==> config.mk <==
export PLATFORM = sky130hd
export DESIGN_NAME = mpeg_audio_header_sync_decode
export DESIGN_NICKNAME = d
export VERILOG_FILES = /design/src/rtl/mahsd_pkg.sv /design/src/rtl/mahsd_sync.sv /design/src/rtl/mahsd_fifo.sv /design/src/rtl/mahsd_decode.sv /design/src/rtl/mpeg_audio_header_sync_decode.sv
export VERILOG_INCLUDE_DIRS = /design/src /design/src/rtl
export SDC_FILE = /design/constraint.sdc
export NUM_CORES = 1
export LEC_CHECK = 0
export ABC_AREA = 1
export BUFFER_PORTS_ARGS = -buffer_cell sky130_fd_sc_hd__buf_2
export CAP_MARGIN = 20
export CORE_ASPECT_RATIO = 0.5
export CORE_UTILIZATION = 59
export CTS_CLUSTER_SIZE = 20
export DETAILED_ROUTE_END_ITERATION = 10
export PLACE_DENSITY = 0.76
export SETUP_SLACK_MARGIN = 0.5
export SYNTH_ARGS = -nofsm -noshare
export SYNTH_HDL_FRONTEND = slang
export SYNTH_HIERARCHICAL = 1
export SYNTH_SLANG_ARGS = --single-unit
==> constraint.sdc <==
create_clock -name i_clk -period 18 [get_ports i_clk]
set_clock_uncertainty 0.1 [all_clocks]
set_input_delay 1.8 -clock i_clk [delete_from_list [all_inputs] [get_ports i_clk]]
set_output_delay 1.8 -clock i_clk [all_outputs]
set_load 0.02 [all_outputs]
==> src/rtl/mpeg_audio_header_sync_decode_macros.svh <==
// Assertion macros shared by the MPEG audio header sync decoder.
// No dependencies; included by the top level.
`ifndef MPEG_AUDIO_HEADER_SYNC_DECODE_MACROS_SVH
`define MPEG_AUDIO_HEADER_SYNC_DECODE_MACROS_SVH

// Same-cycle implication, disabled while reset is asserted.
`define MAHSD_ASSERT_NOW(lbl, clk, rst_n, ante, cons) \
    lbl: assert property (@(posedge clk) disable iff (!(rst_n)) (ante) |-> (cons)) \
        else $error("mahsd assertion failed");

// Next-cycle implication, disabled while reset is asserted.
`define MAHSD_ASSERT_NEXT(lbl, clk, rst_n, ante, cons) \
    lbl: assert property (@(posedge clk) disable iff (!(rst_n)) (ante) |=> (cons)) \
        else $error("mahsd assertion failed");

`endif

==> src/rtl/mahsd_pkg.sv <==
// Types, header codes and lookup tables of the MPEG audio header sync decoder.
// No dependencies; used by every module of the block.
package mahsd_pkg;

    localparam logic [1:0] VER_MPEG25 = 2'd0;
    localparam logic [1:0] VER_RSVD   = 2'd1;
    localparam logic [1:0] VER_MPEG2  = 2'd2;
    localparam logic [1:0] VER_MPEG1  = 2'd3;

    localparam logic [1:0] LAYER_RSVD = 2'd0;
    localparam logic [1:0] LAYER_3    = 2'd1;
    localparam logic [1:0] LAYER_2    = 2'd2;
    localparam logic [1:0] LAYER_1    = 2'd3;

    localparam logic [3:0] BRI_BAD    = 4'd15;
    localparam logic [1:0] SRI_RSVD   = 2'd3;

    // Width of the frame-size dividend (largest is 144 * 384000) and division steps.
    localparam int NUM_W     = 26;
    localparam int DIV_STEPS = NUM_W;
    localparam int STEP_W    = $clog2(DIV_STEPS);

    localparam logic [10:0] SPF_L1  = 11'd384;
    localparam logic [10:0] SPF_L2  = 11'd1152;
    localparam logic [10:0] SPF_L3H = 11'd576;

    localparam logic [15:0] SR_44K = 16'd44100;
    localparam logic [15:0] SR_48K = 16'd48000;
    localparam logic [15:0] SR_32K = 16'd32000;

    // Frame-size constant already multiplied by 1000 (bitrate is kept in kbit/s).
    localparam logic [17:0] FC_L1   = 18'd12000;
    localparam logic [17:0] FC_HALF = 18'd72000;
    localparam logic [17:0] FC_FULL = 18'd144000;

    localparam logic [9:0] KBPS_SCALE = 10'd1000;

    localparam logic [8:0] RATE_V1 [0:2][0:14] = '{
        '{9'd0, 9'd32, 9'd64, 9'd96, 9'd128, 9'd160, 9'd192, 9'd224,
          9'd256, 9'd288, 9'd320, 9'd352, 9'd384, 9'd416, 9'd448},
        '{9'd0, 9'd32, 9'd48, 9'd56, 9'd64, 9'd80, 9'd96, 9'd112,
          9'd128, 9'd160, 9'd192, 9'd224, 9'd256, 9'd320, 9'd384},
        '{9'd0, 9'd32, 9'd40, 9'd48, 9'd56, 9'd64, 9'd80, 9'd96,
          9'd112, 9'd128, 9'd160, 9'd192, 9'd224, 9'd256, 9'd320}
    };

    localparam logic [8:0] RATE_V2 [0:1][0:14] = '{
        '{9'd0, 9'd32, 9'd48, 9'd56, 9'd64, 9'd80, 9'd96, 9'd112,
          9'd128, 9'd144, 9'd160, 9'd176, 9'd192, 9'd224, 9'd256},
        '{9'd0, 9'd8, 9'd16, 9'd24, 9'd32, 9'd40, 9'd48, 9'd56,
          9'd64, 9'd80, 9'd96, 9'd112, 9'd128, 9'd144, 9'd160}
    };

    typedef struct packed {
        logic [7:0] data_byte;
        logic       restart;
    } t_in_item;

    typedef struct packed {
        logic [15:0] skipped_bytes;
        logic [1:0]  version_code;
        logic [1:0]  layer_code;
        logic [10:0] samples_per_frame;
        logic [15:0] sample_rate_hz;
        logic [18:0] bitrate_bps;
        logic        padded;
        logic [11:0] frame_bytes;
        logic        bad_frame;
    } t_out_item;

    // One found header waiting for the decoder.
    typedef struct packed {
        logic [15:0] skip;
        logic [1:0]  ver;
        logic [1:0]  lay;
        logic [3:0]  bri;
        logic [1:0]  sri;
        logic        pad;
    } t_hdr_entry;

    typedef struct packed {
        logic full;
        logic empty;
    } t_fifo_stat;

    typedef enum logic [1:0] {
        DEC_IDLE,
        DEC_DIV,
        DEC_HOLD
    } t_dec_state;

    function automatic logic [8:0] bitrate_kbps(logic [1:0] ver, logic [1:0] lay,
                                                logic [3:0] bri);
        logic [8:0] k;
        logic [1:0] row;
        k   = '0;
        row = 2'(LAYER_1 - lay);
        if (bri != BRI_BAD && lay != LAYER_RSVD) begin
            if (ver == VER_MPEG1) begin
                k = RATE_V1[row][bri];
            end else if (lay == LAYER_1) begin
                k = RATE_V2[0][bri];
            end else begin
                k = RATE_V2[1][bri];
            end
        end
        return k;
    endfunction

    function automatic logic [15:0] sample_rate(logic [1:0] ver, logic [1:0] sri);
        logic [15:0] base;
        case (sri)
            2'd0:    base = SR_44K;
            2'd1:    base = SR_48K;
            2'd2:    base = SR_32K;
            default: base = '0;
        endcase
        case (ver)
            VER_MPEG2:  base = base >> 1;
            VER_MPEG25: base = base >> 2;
            default:    base = base;
        endcase
        return base;
    endfunction

    function automatic logic [10:0] samples_per_frame(logic [1:0] ver, logic [1:0] lay);
        logic [10:0] s;
        case (lay)
            LAYER_1: s = SPF_L1;
            LAYER_2: s = SPF_L2;
            LAYER_3: s = (ver == VER_MPEG1) ? SPF_L2 : SPF_L3H;
            default: s = '0;
        endcase
        return s;
    endfunction

    function automatic logic [17:0] frame_const(logic [1:0] ver, logic [1:0] lay);
        logic [17:0] c;
        if (lay == LAYER_1) begin
            c = FC_L1;
        end else if (lay == LAYER_3 && (ver == VER_MPEG2 || ver == VER_MPEG25)) begin
            c = FC_HALF;
        end else begin
            c = FC_FULL;
        end
        return c;
    endfunction

endpackage

==> src/rtl/mahsd_sync.sv <==
// Front end: byte window, frame-sync search and skip counting.
// Depends on mahsd_pkg; feeds found headers into mahsd_fifo.
module mahsd_sync (
    input  logic                  i_clk,
    input  logic                  i_rst_n,
    input  logic                  i_push,
    output logic                  o_full,
    input  mahsd_pkg::t_in_item   i_in,
    input  mahsd_pkg::t_fifo_stat i_fifo_stat,
    output logic                  o_fifo_push,
    output mahsd_pkg::t_hdr_entry o_entry
);

    logic [31:0] r_window, n_window;
    logic [2:0]  r_held, n_held;
    logic [15:0] r_skip, n_skip;

    logic        accept;
    logic [31:0] base_window, win;
    logic [2:0]  base_held, held;
    logic [15:0] base_skip;
    logic        match;

    assign o_full = i_fifo_stat.full;
    assign accept = i_push && !i_fifo_stat.full;

    always_comb begin
        base_window = i_in.restart ? '0 : r_window;
        base_held   = i_in.restart ? '0 : r_held;
        base_skip   = i_in.restart ? '0 : r_skip;
        win         = {base_window[23:0], i_in.data_byte};
        held        = (base_held < 3'd4) ? 3'(base_held + 3'd1) : 3'd4;
        match       = (held == 3'd4) && (win[31:21] == '1);

        n_window = r_window;
        n_held   = r_held;
        n_skip   = r_skip;
        if (accept) begin
            if (match) begin
                n_window = '0;
                n_held   = '0;
                n_skip   = '0;
            end else begin
                n_window = win;
                n_held   = held;
                n_skip   = base_skip;
                if (held == 3'd4 && base_skip != '1) begin
                    n_skip = 16'(base_skip + 16'd1);
                end
            end
        end
    end

    assign o_fifo_push = accept && match;
    assign o_entry     = '{skip: base_skip, ver: win[20:19], lay: win[18:17],
                           bri: win[15:12], sri: win[11:10], pad: win[9]};

    always_ff @(posedge i_clk) begin
        if (!i_rst_n) begin
            r_window <= '0;
            r_held   <= '0;
            r_skip   <= '0;
        end else begin
            r_window <= n_window;
            r_held   <= n_held;
            r_skip   <= n_skip;
        end
    end

endmodule

==> src/rtl/mahsd_fifo.sv <==
// Short header queue between the sync front end and the decoder.
// Depends on mahsd_pkg for the entry and status types.
module mahsd_fifo #(
    parameter int DEPTH = 4
) (
    input  logic                  i_clk,
    input  logic                  i_rst_n,
    input  logic                  i_push,
    input  mahsd_pkg::t_hdr_entry i_entry,
    input  logic                  i_pop,
    output mahsd_pkg::t_hdr_entry o_head,
    output mahsd_pkg::t_fifo_stat o_stat
);

    localparam int PTR_W = (DEPTH > 1) ? $clog2(DEPTH) : 1;
    localparam int CNT_W = $clog2(DEPTH + 1);
    localparam logic [PTR_W-1:0] LAST = PTR_W'(DEPTH - 1);

    mahsd_pkg::t_hdr_entry r_mem [DEPTH];
    logic [PTR_W-1:0] r_wr, n_wr, r_rd, n_rd;
    logic [CNT_W-1:0] r_cnt, n_cnt;
    logic             do_push, do_pop;

    assign o_stat.full  = (r_cnt == CNT_W'(DEPTH));
    assign o_stat.empty = (r_cnt == '0);
    assign do_push      = i_push && !o_stat.full;
    assign do_pop       = i_pop && !o_stat.empty;
    assign o_head       = r_mem[r_rd];

    always_comb begin
        n_wr  = r_wr;
        n_rd  = r_rd;
        n_cnt = r_cnt;
        if (do_push) begin
            n_wr = (r_wr == LAST) ? '0 : PTR_W'(r_wr + 1'b1);
        end
        if (do_pop) begin
            n_rd = (r_rd == LAST) ? '0 : PTR_W'(r_rd + 1'b1);
        end
        if (do_push && !do_pop) begin
            n_cnt = CNT_W'(r_cnt + 1'b1);
        end else if (do_pop && !do_push) begin
            n_cnt = CNT_W'(r_cnt - 1'b1);
        end
    end

    always_ff @(posedge i_clk) begin
        if (!i_rst_n) begin
            r_wr  <= '0;
            r_rd  <= '0;
            r_cnt <= '0;
        end else begin
            r_wr  <= n_wr;
            r_rd  <= n_rd;
            r_cnt <= n_cnt;
        end
    end

    always_ff @(posedge i_clk) begin
        if (do_push) begin
            r_mem[r_wr] <= i_entry;
        end
    end

endmodule

==> src/rtl/mahsd_decode.sv <==
// Back end: table lookups, serial frame-size division and the result register.
// Depends on mahsd_pkg; takes headers from mahsd_fifo.
module mahsd_decode (
    input  logic                  i_clk,
    input  logic                  i_rst_n,
    input  mahsd_pkg::t_hdr_entry i_head,
    input  mahsd_pkg::t_fifo_stat i_fifo_stat,
    output logic                  o_fifo_pop,
    output logic                  o_busy,
    input  logic                  pop,
    output logic                  empty,
    output mahsd_pkg::t_out_item  o_out
);

    localparam int NW = mahsd_pkg::NUM_W;
    localparam int SW = mahsd_pkg::STEP_W;

    mahsd_pkg::t_dec_state r_state, n_state;

    logic [SW-1:0] r_step;
    logic [NW-1:0] r_quo;
    logic [15:0]   r_rem;
    logic [15:0]   r_sr;
    logic [8:0]    r_kbps;
    logic [10:0]   r_spf;
    logic [15:0]   r_skip;
    logic [1:0]    r_ver, r_lay;
    logic          r_pad, r_bad;
    logic          r_out_valid;
    mahsd_pkg::t_out_item r_out;

    logic          load_in, load_out, last_step;
    logic [8:0]    head_kbps;
    logic [26:0]   head_num;
    logic [16:0]   rem_sh;
    logic          ge;
    logic          zero_fb;
    logic [11:0]   fb_sum;
    logic [11:0]   fb;
    logic [18:0]   br_bps;

    assign last_step = (r_step == SW'(mahsd_pkg::DIV_STEPS - 1));

    always_comb begin
        n_state = r_state;
        case (r_state)
            mahsd_pkg::DEC_IDLE: begin
                if (!i_fifo_stat.empty) begin
                    n_state = mahsd_pkg::DEC_DIV;
                end
            end
            mahsd_pkg::DEC_DIV: begin
                if (last_step) begin
                    n_state = mahsd_pkg::DEC_HOLD;
                end
            end
            mahsd_pkg::DEC_HOLD: begin
                if (!r_out_valid || pop) begin
                    n_state = mahsd_pkg::DEC_IDLE;
                end
            end
            default: n_state = mahsd_pkg::DEC_IDLE;
        endcase
    end

    always_comb begin
        load_in  = 1'b0;
        load_out = 1'b0;
        case (r_state)
            mahsd_pkg::DEC_IDLE: load_in  = !i_fifo_stat.empty;
            mahsd_pkg::DEC_HOLD: load_out = !r_out_valid || pop;
            default: begin
                load_in  = 1'b0;
                load_out = 1'b0;
            end
        endcase
    end

    assign o_fifo_pop = load_in;
    assign o_busy     = (r_state != mahsd_pkg::DEC_IDLE);

    // Dividend is the frame constant times the bitrate in kbit/s.
    assign head_kbps = mahsd_pkg::bitrate_kbps(i_head.ver, i_head.lay, i_head.bri);
    assign head_num  = mahsd_pkg::frame_const(i_head.ver, i_head.lay) * head_kbps;

    // One restoring division step per cycle.
    assign rem_sh = {1'b0, r_rem} << 1 | 17'(r_quo[NW-1]);
    assign ge     = (rem_sh >= {1'b0, r_sr});

    assign zero_fb = r_bad || (r_kbps == '0) || (r_sr == '0);
    assign fb_sum  = 12'(r_quo[11:0] + 12'(r_pad));
    assign fb      = zero_fb ? '0 :
                     (r_lay == mahsd_pkg::LAYER_1) ? {fb_sum[9:0], 2'b00} : fb_sum;
    assign br_bps  = 19'(r_kbps * mahsd_pkg::KBPS_SCALE);

    always_ff @(posedge i_clk) begin
        if (!i_rst_n) begin
            r_state     <= mahsd_pkg::DEC_IDLE;
            r_step      <= '0;
            r_out_valid <= 1'b0;
        end else begin
            r_state <= n_state;
            if (load_in) begin
                r_step <= '0;
            end else if (r_state == mahsd_pkg::DEC_DIV) begin
                r_step <= SW'(r_step + 1'b1);
            end
            if (load_out) begin
                r_out_valid <= 1'b1;
            end else if (pop) begin
                r_out_valid <= 1'b0;
            end
        end
    end

    always_ff @(posedge i_clk) begin
        if (load_in) begin
            r_quo  <= head_num[NW-1:0];
            r_rem  <= '0;
            r_sr   <= mahsd_pkg::sample_rate(i_head.ver, i_head.sri);
            r_kbps <= head_kbps;
            r_spf  <= mahsd_pkg::samples_per_frame(i_head.ver, i_head.lay);
            r_skip <= i_head.skip;
            r_ver  <= i_head.ver;
            r_lay  <= i_head.lay;
            r_pad  <= i_head.pad;
            r_bad  <= (i_head.bri == mahsd_pkg::BRI_BAD) ||
                      (i_head.lay == mahsd_pkg::LAYER_RSVD);
        end else if (r_state == mahsd_pkg::DEC_DIV) begin
            r_quo <= {r_quo[NW-2:0], ge};
            r_rem <= ge ? 16'(rem_sh - {1'b0, r_sr}) : rem_sh[15:0];
        end
        if (load_out) begin
            r_out <= '{skipped_bytes: r_skip, version_code: r_ver, layer_code: r_lay,
                       samples_per_frame: r_spf, sample_rate_hz: r_sr,
                       bitrate_bps: br_bps, padded: r_pad, frame_bytes: fb,
                       bad_frame: r_bad};
        end
    end

    assign empty = !r_out_valid;
    assign o_out = r_out;

endmodule

==> src/rtl/mpeg_audio_header_sync_decode.sv <==
// Top level of the MPEG audio frame header finder and decoder.
// Depends on mahsd_pkg, mahsd_sync, mahsd_fifo, mahsd_decode and the macro header.
`include "mpeg_audio_header_sync_decode_macros.svh"

// Stream bytes enter through a queue-like port and are taken one per clock as
// long as full is low. The front end shifts each byte into a 32-bit window
// (newest byte lowest) and, once four bytes are held and the eleven sync bits
// are all ones, hands the header fields and the count of bytes slid past to a
// queue of QUEUE_DEPTH entries; the window and skip count then clear. A byte
// with restart set clears the window and the skip count before it is taken.
// The decoder takes one header at a time: table lookups and the dividend
// multiply as the header is loaded, a one-bit-per-cycle restoring divider for
// the frame size, and a step into the result register. Since headers lie at
// least four bytes apart, bytes flow at one per clock unless headers arrive
// faster than the decoder finishes them for longer than the queue absorbs;
// full then rises until the decoder frees an entry. A result waits on o_out
// while empty is low and leaves on pop; the decoder can finish the next
// header meanwhile.
module mpeg_audio_header_sync_decode #(
    parameter int QUEUE_DEPTH = 4
) (
    input  logic                 i_clk,
    input  logic                 i_rst_n,
    input  logic                 push,
    output logic                 full,
    input  mahsd_pkg::t_in_item  i_in,
    output logic                 empty,
    input  logic                 pop,
    output mahsd_pkg::t_out_item o_out
);

    mahsd_pkg::t_fifo_stat fifo_stat;
    mahsd_pkg::t_hdr_entry sync_entry;
    mahsd_pkg::t_hdr_entry fifo_head;
    logic                  fifo_push;
    logic                  fifo_pop;
    logic                  dec_busy;

    mahsd_sync u_sync (
        .i_clk       (i_clk),
        .i_rst_n     (i_rst_n),
        .i_push      (push),
        .o_full      (full),
        .i_in        (i_in),
        .i_fifo_stat (fifo_stat),
        .o_fifo_push (fifo_push),
        .o_entry     (sync_entry)
    );

    mahsd_fifo #(
        .DEPTH (QUEUE_DEPTH)
    ) u_fifo (
        .i_clk   (i_clk),
        .i_rst_n (i_rst_n),
        .i_push  (fifo_push),
        .i_entry (sync_entry),
        .i_pop   (fifo_pop),
        .o_head  (fifo_head),
        .o_stat  (fifo_stat)
    );

    mahsd_decode u_decode (
        .i_clk       (i_clk),
        .i_rst_n     (i_rst_n),
        .i_head      (fifo_head),
        .i_fifo_stat (fifo_stat),
        .o_fifo_pop  (fifo_pop),
        .o_busy      (dec_busy),
        .pop         (pop),
        .empty       (empty),
        .o_out       (o_out)
    );

    // A header is never pushed into a full queue.
    `MAHSD_ASSERT_NOW(a_no_push_full, i_clk, i_rst_n, fifo_push, !fifo_stat.full)

    // The decoder takes a new header only when it has finished the last one.
    `MAHSD_ASSERT_NOW(a_pop_when_idle, i_clk, i_rst_n, fifo_pop, !dec_busy && !fifo_stat.empty)

    // A bad frame carries no bitrate and no frame size.
    `MAHSD_ASSERT_NOW(a_bad_zero, i_clk, i_rst_n, !empty && o_out.bad_frame, o_out.bitrate_bps == '0 && o_out.frame_bytes == '0)

    // Taking a header always moves the decoder out of idle.
    `MAHSD_ASSERT_NEXT(a_pop_busy, i_clk, i_rst_n, fifo_pop, dec_busy)

endmodule
==> results of run 1 <==
-- power breakdown --
part | internal (mW) | switching (mW)
Sequential | 0.793 | 0.00590
Combinational | 0.0255 | 0.0492
Clock | 0.303 | 0.275
-- layout make-up --
class / instances / area (sq um) / share of cell area (%)
multi-input cells: 1286 / 7860 / 39.9
flip-flops and latches: 321 / 8880 / 45.1
inverters: 284 / 1080 / 5.48
repair buffers: 94 / 503 / 2.55
clock buffers: 38 / 768 / 3.90
well taps: 399 / 499 / 2.53
clock inverters: 14 / 106 / 0.540
-- routing by layer --
| layer | track usage (%) | vias up | routed length (um) |
|---|---|---|---|
| met5 | 0 | - | 0 |
| met4 | 6.57 | 0 | 759 |
| met3 | 3.82 | 63 | 2410 |
| met2 | 39.2 | 388 | 17500 |
| met1 | 33.3 | 6125 | 16900 |
| li1 | - | 6522 | - |
-- per-stage QoR --
| step | setup WS [ns] | cell area (sq um) | hold WS [ns] |
|---|---|---|---|
| finish | 10.67 | 19700 | 0.305 |
| global placement | 11.06 | 18800 | 0.300 |
| CTS | 10.75 | 19700 | 0.304 |
| global route | 10.03 | 19700 | 0.319 |
| detailed placement | 10.80 | 18800 | 0.305 |
| floorplan | 11.06 | 18300 | 0.300 |
-- cells in the final DEF, fill, tap and decap left out, drive strengths merged, types with 28 or more instances in the layout --
| master | synthesis | layout |
|---|---|---|
| fa | 50 | 50 |
| clkbuf | 16 | 38 |
| nand2 | 403 | 403 |
| o22ai | 28 | 28 |
| a21oi | 94 | 94 |
| nor2 | 234 | 234 |
| buf | 55 | 94 |
| nand3 | 103 | 103 |
| o21ai | 99 | 99 |
| inv | 280 | 281 |
| edfxtp | 245 | 245 |
| dfxtp | 76 | 76 |
| ha | 119 | 119 |
-- how the worst min path moves through the flow --
stage / startpoint / end / slack (ns)
2_1_floorplan: u_decode/r_spf[7] / u_decode/o_out[56] / 0.30
3_3_place_gp: u_decode/r_skip[15] / u_decode/o_out[79] / 0.30
3_5_place_dp: u_decode/r_skip[0] / u_decode/o_out[64] / 0.31
4_1_cts: u_decode/r_spf[10] / u_decode/o_out[59] / 0.30
5_1_grt: u_decode/r_spf[10] / u_decode/o_out[59] / 0.32
6_report: u_decode/r_spf[10] / u_decode/o_out[59] / 0.31
-- logic make-up after synthesis --
| family | Yosys count | synth area share (%) |
|---|---|---|
| xor+xnor | 37 | 1.78 |
| flops | 321 | 48.7 |
| compound gates | 259 | 7.96 |
| other cells | 2 | 0.0412 |
| simple gates | 804 | 19.3 |
| fa+ha+maj | 169 | 13.7 |
| buf+inv | 355 | 8.61 |
-- sequential cells by signal, summed over array words and instances (netlist names), 2 cells and up, named ones only --
signal / flops
u_decode/r_quo: 26
u_decode/r_sr: 14
u_decode/r_spf: 4
u_decode/r_step: 5
u_fifo/r_mem: 108
u_sync/r_window: 24
u_fifo/r_rd: 2
u_decode/r_rem: 16
u_decode/r_kbps: 6
u_decode/r_ver: 2
u_sync/r_skip: 16
u_fifo/r_cnt: 3
u_decode/r_lay: 2
u_fifo/r_wr: 2
u_decode/r_skip: 16
u_decode/r_state: 2
u_decode/o_out: 65
u_sync/r_held: 3
-- worst register-to-register path, cell delays in order, from the launching register on --
cell,delay (ns)
dfxtp_1,0.99
o21ai_0,0.25
o22ai_1,0.45
ha_1,0.58
inv_1,0.38
nand2_1,0.24
nand2_1,0.07
nor2_1,0.12
nand2_1,0.07
nand2_1,0.09
nand2_1,0.20
nor2_1,0.29
inv_1,0.09
fa_1,0.48
inv_1,0.05
fa_1,0.51
fa_1,0.49
ha_1,0.32
ha_1,0.41
nand2_1,0.08
nor2_1,0.14
nand2_1,0.07
nand3_1,0.14
nand3_1,0.09
nand2_1,0.10
nand3_1,0.09
nand3_1,0.09
nand2_1,0.07
==> metrics.md, run 1 <==
| Metric | Value |
|---|---|
| Min Clock Period, post-route | 7.33 ns |
| Layout cell share with drive strength beyond 1 | 10.4% |
| TritonCTS clock tree | done |
| Final max-slew violation count | 0 |
| Fmax | 136 MHz |
| Leak | 8.54 nW |
| Starting density of the core | 60.1% |
| Power Density | 73.7 nW/um^2 |
| Cell count after synthesis | 1947 |
| # diodes | 0 |
| Cell family with most CP delay | adder cells |
| Worst relative slew slack | 28.2% |
| Slew @ Worst Pin | 1.08 ns |
| Final setup violation count | 0 |
| ANT nets after route | 0 |
| CP Max Fanout | 28 |
| Vias | 13100 |
| Root buffer cell | clkbuf_16 |
| Nets | 2197 |
| Routability congestion estimate | 0.922 |
| R2r worst-path depth | 27 |
| Most used cell, CP | nand2_1 |
| Synth unique cells | 56 |
| CP Depth | 27 |
| EDFF count, synth | 245 |
| Final Total Pwr | 1.45 mW |
| Hold Path Depth | 0 |
| Post-synth top area share | 40.4% |
| Yosys warns | 6 |
| Worst min path class | flop to flop |
| Clk pin slew, worst setup/hold paths | 0.07 ns |
| Cts bufs inserted | 28 |
| Gr ovfl total | 0 |
| Crit Path Category | flop to flop |
| Fin crit share | 40.7% |
| Detailed Route WL | 37600 um |
| Worst VDD drop | 0.0678 mV |
| Cell with the most instances after synthesis | nand2_1 |
| Fill cells | 2428 |
| Htree depth | 1 |
| DR pass1 iterations | 6 |
| Die Area | 31700 sq um |
| Setup crit end kind | flop |
| RSZ-0062 raised after global routing | no |
| Initial drt markers | 1194 |
| Die H | 126 um |
| Final Non-Filler Cells | 2436 |
| I/O pin count | 95 |
| Core Area | 30300 sq um |
| Top cells by area, synth | edfxtp_1, dfxtp_1, ha_1 |
| Vias in the first global route | 12200 |
| Total global-route track usage | 23.9% |
| Post-DR vias/cell | 5.38 |
| Cts-stage hold buffer count | 0 |
| Sequential cell area fraction in the yosys report | 48.7% |
| Flops & latches, synth | 321 |
| CTS max path bufs | 3 |
| Post-synth ARST share | 0% |
| Crit path buffers/inverters | 3 |
| Initial antenna violation count | 0 |
| Post-CTS setup buffer count | 0 |
| Die W | 251 um |
| Placed Cells | 2384 |
| First-pass GRT wire length | 60800 um |
| Crit path largest cell delay | 0.99 ns |
| DP Wirelength | 26300 um |
| Worst skew pair latency | 0.60 ns |
| Post-CTS sizing | 0 |
| R2r endpoint | u_decode/r_quo[25] |
| Largest net degree at the start of global routing | 66 |
| Status | finished clean |
| Post-synth top cells | nand2_1, inv_1, edfxtp_1 |
| Final Hold Vio Count | 0 |
| Predominant post-synthesis flop cell | edfxtp_1 |
| IO Port Bufs | 81 |
| Max-cap viol count | 0 |
| CP arrival | 7.54 ns |
| R2R setup slack | 10.67 ns |
| DRC | 0 |
| Slowest-stage cell, CP | dfxtp_1 |
| Avg Cell Area, Syn | 9.36 sq um |
| Setup TNS | 0 ns |
| Area leader, netlist | edfxtp_1 |
| Final core occ | 64.9% |
| Netlist Area Pre-Place | 18200 sq um |
| Row count | 45 |
| Critical Path RT | 18.21 ns |
| Crit path launch type | flop |
| Worst setup path end | u_decode/r_quo[25] |
| CTS sink cnt | 321 |
| Syn-to-layout area delta | 8.04% |
| Drt wl/cell | 15.4 um |
No activity file was read; power rests on OpenSTA's default activity.
==> run 2, diff against run 1 <==
- CORE_UTILIZATION: 59 -> 56
- clock period: 18 -> 6.4 ns (I/O delays scaled with it)
==> metrics.md, run 2 (synthesized netlist as in run 1, its figures left out) <==
| Metric | Value |
|---|---|
| Routability congestion estimate | 0.937 |
| Final max-slew violation count | 0 |
| Vias | 13300 |
| Largest net degree at the start of global routing | 53 |
| Detailed Route WL | 38700 um |
| Starting density of the core | 57.3% |
| Setup TNS | 0 ns |
| Core Area | 31800 sq um |
| First-pass GRT wire length | 62200 um |
| Fin crit share | 89.4% |
| Drt wl/cell | 15.5 um |
| Gr ovfl total | 0 |
| Nets | 2226 |
| Syn-to-layout area delta | 11.4% |
| CTS max path bufs | 3 |
| Die H | 130 um |
| DR pass1 iterations | 5 |
| Total global-route track usage | 23.2% |
| DP Wirelength | 27500 um |
| Largest register FFs | 108 |
| IO Port Bufs | 81 |
| DRC | 0 |
| Slew @ Worst Pin | 1.02 ns |
| Htree depth | 1 |
| Clk pin slew, worst setup/hold paths | 0.07 ns |
| Fill cells | 2508 |
| Power Density | 213 nW/um^2 |
| CP Max Fanout | 10 |
| TritonCTS clock tree | done |
| Min Clock Period, post-route | 5.72 ns |
| CTS sink cnt | 321 |
| Initial antenna violation count | 0 |
| RSZ-0062 raised after global routing | yes |
| Post-DR vias/cell | 5.34 |
| Worst VDD drop | 0.171 mV |
| Fmax | 175 MHz |
| Root buffer cell | clkbuf_16 |
| Initial drt markers | 1048 |
| Worst relative slew slack | 31.9% |
| Max-cap viol count | 0 |
| Most common cell after layout, fill and taps aside | nand2_1 |
| Vias in the first global route | 12500 |
| Worst skew pair latency | 0.58 ns |
| R2R setup slack | 0.68 ns |
| Largest Register | u_fifo/r_mem |
| Die W | 257 um |
| Status | finished clean |
| Layout cell share with drive strength beyond 1 | 13.8% |
| Worst min path class | input pin to flop |
| Worst hold slack | 0.211 ns |
| Cts bufs inserted | 29 |
| CP arrival | 6.04 ns |
| Row count | 46 |
| # diodes | 0 |
| Crit path launch type | flop |
| Final Non-Filler Cells | 2499 |
| Critical Path RT | 6.72 ns |
| Final setup violation count | 0 |
| Placed Cells | 2438 |
| Crit Path Category | flop to flop |
| Die Area | 33300 sq um |
| Setup crit end kind | flop |
| Final Hold Vio Count | 0 |
| ANT nets after route | 0 |
| Most frequent cells in the layout | nand2_1, inv_1, edfxtp_1 |
| Leak | 8.76 nW |
| Multi-input gate area | 8050 sq um |
| I/O pin count | 95 |
| Sequential cell area | 8890 sq um |
==> run 2: path summary, 6_finish.rpt <==
| path | startpoint | endpoint | cells past startpoint |
|---|---|---|---|
| setup / recovery | flop | u_decode/r_quo[19] | 25 |
| hold / removal | i_in[1] | u_sync/r_window[0] | 3 |
| setup reg to reg | flop | u_decode/r_quo[19] | 25 |
| hold reg to reg | u_decode/r_spf[8] | u_decode/o_out[57] | 0 |
==> run 2: repair_timing <==
action / in CTS / in global routing
pin swaps: 0 / 5
hold buffers: 0 / 0
resized for setup: 4 / 46
buffers inserted: 0 / 7
setup endpoints to repair: 8 / 11
==> run 2: layout make-up <==
type / instances / share of cell area [%]
clock buffers: 32 / 3.78
clock inverters: 22 / 1.34
inverters: 284 / 5.31
multi-input cells: 1286 / 39.6
flip-flops and latches: 321 / 43.7
well taps: 432 / 2.66
repair buffers: 122 / 3.55
==> run 2: through the flow <==
stage / setup slack, ns / power [mW] / area (sq um) / util [%]
floorplan: 0.618 / 2.47 / 18300 / -
global placement: 0.527 / 2.50 / 19000 / 59.8
detailed placement: 0.308 / 2.50 / 19000 / 59.8
CTS: 0.531 / 4.37 / 20100 / 63.1
global route: 0.359 / 4.48 / 20300 / 63.8
finish: 0.679 / 4.32 / 20300 / 63.8
==> run 2: critical path, stage by stage, from the launching register on <==
cell	delay (ns)
dfxtp_4	0.38
buf_4	0.14
nor2_1	0.14
o22ai_2	0.11
buf_4	0.17
ha_1	0.20
inv_1	0.17
buf_4	0.23
o211ai_1	0.11
a21oi_1	0.19
nand2_2	0.18
nor2_2	0.15
inv_1	0.08
fa_1	0.53
inv_1	0.05
fa_1	0.50
fa_1	0.49
ha_1	0.35
ha_4	0.31
nand2_1	0.08
nor2_1	0.15
nand2_1	0.08
nand3_1	0.15
a21oi_1	0.10
or2_2	0.28
a31oi_1	0.14
==> run 2: layer usage <==
layer / share of wire [%] / GRT usage [%] / up-vias
met5: 0 / 0 / -
met4: 2.1 / 6.23 / 0
met3: 5.4 / 3.50 / 61
met2: 47 / 39.6 / 381
met1: 45 / 31.3 / 6296
li1: - / - / 6598
==> run 2: report_power, final <==
part | internal (mW) | leakage [nW] | switching (mW) | total, mW
clock network | 1.05 | 0.489 | 0.816 | 1.86
logic | 0.0730 | 5.40 | 0.139 | 0.212
registers | 2.23 | 2.87 | 0.0174 | 2.25
total | 3.35 | 8.76 | 0.972 | 4.32
==> run 3, diff against run 2 <==
==> constraint.sdc (replaced) <==
create_clock -name i_clk -period 4.93 [get_ports i_clk]
set_clock_uncertainty 0.1 [all_clocks]
set_input_delay 0.7395 -clock i_clk [delete_from_list [all_inputs] [get_ports i_clk]]
set_output_delay 0.7395 -clock i_clk [all_outputs]
set_load 0.02 [all_outputs]
==> metrics.md, run 3 (synthesized netlist as in run 1, its figures left out) <==
| Metric | Value |
|---|---|
| Status | finished, violations left |
| Violated checks | negative setup slack |
| Die W | 257 um |
| Final max-slew violation count | 0 |
| Detailed Route WL | 42000 um |
| Cts bufs inserted | 28 |
| CTS sink cnt | 321 |
| ANT nets after route | 0 |
| Cts-stage hold buffer count | 0 |
| Clk pin slew, worst setup/hold paths | 0.07 ns |
| R2r worst-path depth | 23 |
| # diodes | 0 |
| Die Area | 33300 sq um |
| Routability congestion estimate | 0.925 |
| Max-cap viol count | 0 |
| Crit path launch type | flop |
| Total global-route track usage | 24.8% |
| Final core occ | 68.5% |
| Slew @ Worst Pin | 1.01 ns |
| Fmax | 182 MHz |
| Final Hold Vio Count | 0 |
| DP Wirelength | 28400 um |
| Initial drt markers | 1213 |
| Worst VDD drop | 0.233 mV |
| Die H | 130 um |
| Drt wl/cell | 16.1 um |
| Multi-input gate area | 8580 sq um |
| Final Total Pwr | 5.65 mW |
| Nets | 2337 |
| Layout cell share with drive strength beyond 1 | 21.6% |
| IO Port Bufs | 81 |
| R2r endpoint | u_decode/r_quo[19] |
| Leak | 9.38 nW |
| Setup TNS | -5.53 ns |
| Htree depth | 1 |
| DR pass1 iterations | 5 |
| RSZ-0062 raised after global routing | yes |
| Worst hold slack | 0.295 ns |
| CP arrival | 5.80 ns |
| Most frequent cells in the layout | nand2_1, inv_1, edfxtp_1 |
| Sequential power share | 51.7% |
| Fin crit share | 111% |
| Pre-CTS setup slack | -0.552 ns |
| Crit Path Category | flop to flop |
| Largest register FFs | 108 |
| DRC | 0 |
| Final WS setup | -0.556 ns |
| CP Max Fanout | 14 |
| Syn-to-layout area delta | 19.6% |
| Min Clock Period, post-route | 5.49 ns |
| Worst skew pair latency | 0.59 ns |
| TritonCTS clock tree | done |
| Worst setup path end | u_decode/r_quo[19] |
| Vias in the first global route | 13200 |
| Vias | 13900 |
| Largest Register | u_fifo/r_mem |
| Part of the power in combinational logic | 5.0% |
| Most common cell after layout, fill and taps aside | nand2_1 |
| Sequential cell area | 8880 sq um |
| Core Area | 31800 sq um |
| Worst relative slew slack | 32.9% |
| Gr ovfl total | 0 |
| R2R setup slack | -0.56 ns |
| Switching share of power | 21.7% |
| Critical Path RT | 5.24 ns |
| Final setup violation count | 13 |
| Starting density of the core | 57.3% |
| Fill cells | 2378 |
| Clock power frac | 43.3% |
| CTS max path bufs | 3 |
| Post-DR vias/cell | 5.33 |
| Largest net degree at the start of global routing | 73 |
| Root buffer cell | clkbuf_16 |
| Row count | 46 |
| Power Density | 259 nW/um^2 |
| Worst min path class | input pin to flop |
| Initial antenna violation count | 0 |
| I/O pin count | 95 |
| First-pass GRT wire length | 66100 um |
| Setup crit end kind | flop |
| Pint | 4.42 mW |
| Switching power | 1.23 mW |
[run 3: cell count changes in the layout (fill, tap and decap cells not counted), moves of 15 or more]
cell,before,now
inv_2,13,30
buf_4,38,139
inv_1,266,248
o21ai_0,69,48
ha_1,113,98
ha_4,4,19
[run 3: worst min-delay path by stage]
stage                             start                  to  slack [ns]  cells after the start
floorplan             u_decode/r_spf[7]  u_decode/o_out[56]        0.30                      0
global placement    u_decode/r_skip[15]  u_decode/o_out[79]        0.30                      0
detailed placement   u_decode/r_skip[3]  u_decode/o_out[67]        0.31                      0
CTS                             i_in[5]  u_sync/r_window[4]        0.27                      3
global route                    i_in[1]  u_sync/r_window[0]        0.29                      3
finish                          i_in[1]  u_sync/r_window[0]        0.30                      3
[run 3: worst max-delay path, cell delays in order (launching register included)]
cell	delay [ns]
dfxtp_4	0.39
bufbuf_16	0.27
buf_6	0.15
o21ai_0	0.14
o22ai_2	0.24
nand2_2	0.12
buf_4	0.18
a21oi_1	0.11
nand4_1	0.21
nand3_4	0.18
buf_4	0.14
nor2_2	0.05
fa_1	0.59
fa_1	0.44
fa_1	0.56
ha_4	0.21
ha_4	0.29
nand2_2	0.06
nor2_2	0.15
nand2_1	0.13
nand3_4	0.11
a21oi_2	0.07
or2_4	0.23
a31oi_2	0.19
[run 3: final cells by class]
class,count,area share (%)
Clock inverter,14,1.15
Multi-Input combinational cell,1286,39.3
Timing Repair Buffer,233,7.69
Clock buffer,38,3.57
Timing Repair inverter,1,0.0402
Tap cell,432,2.48
Inverter,284,5.03
Sequential cell,321,40.7
[run 3: power groups by stage]
stage / Combinational [mW] / Clock [mW] / Sequential [mW]
5_1_grt: 0.318 / 2.59 / 2.92
3_3_place_gp: 0.269 / 0 / 2.98
6_report: 0.283 / 2.45 / 2.92
4_1_cts: 0.277 / 2.49 / 2.92
2_1_floorplan: 0.236 / 0 / 2.97
3_5_place_dp: 0.275 / 0 / 2.98
[run 3: timing repair]
item                       CTS  global route
gates cloned                 3             0
setup buffers               15            14
pin swaps                   44            53
setup endpoints to repair   14            14
gates resized for setup     72            48
[run 3: metrics by stage]
| step | cell area [sq um] | instances |
|---|---|---|
| finish | 21800 | 2609 |
| global route | 21800 | 2609 |
| CTS | 21500 | 2595 |
| detailed placement | 20000 | 2525 |
| global placement | 20000 | 2525 |
| floorplan | 18600 | 1962 |
[run 3: per-layer routing]
layer,routed length [um],GRT usage [%],vias to the layer above
li1,-,-,6818
met1,18300,32.9,6613
met2,20700,43.7,395
met3,2120,3.15,71
met4,865,6.02,0
met5,0,0,-
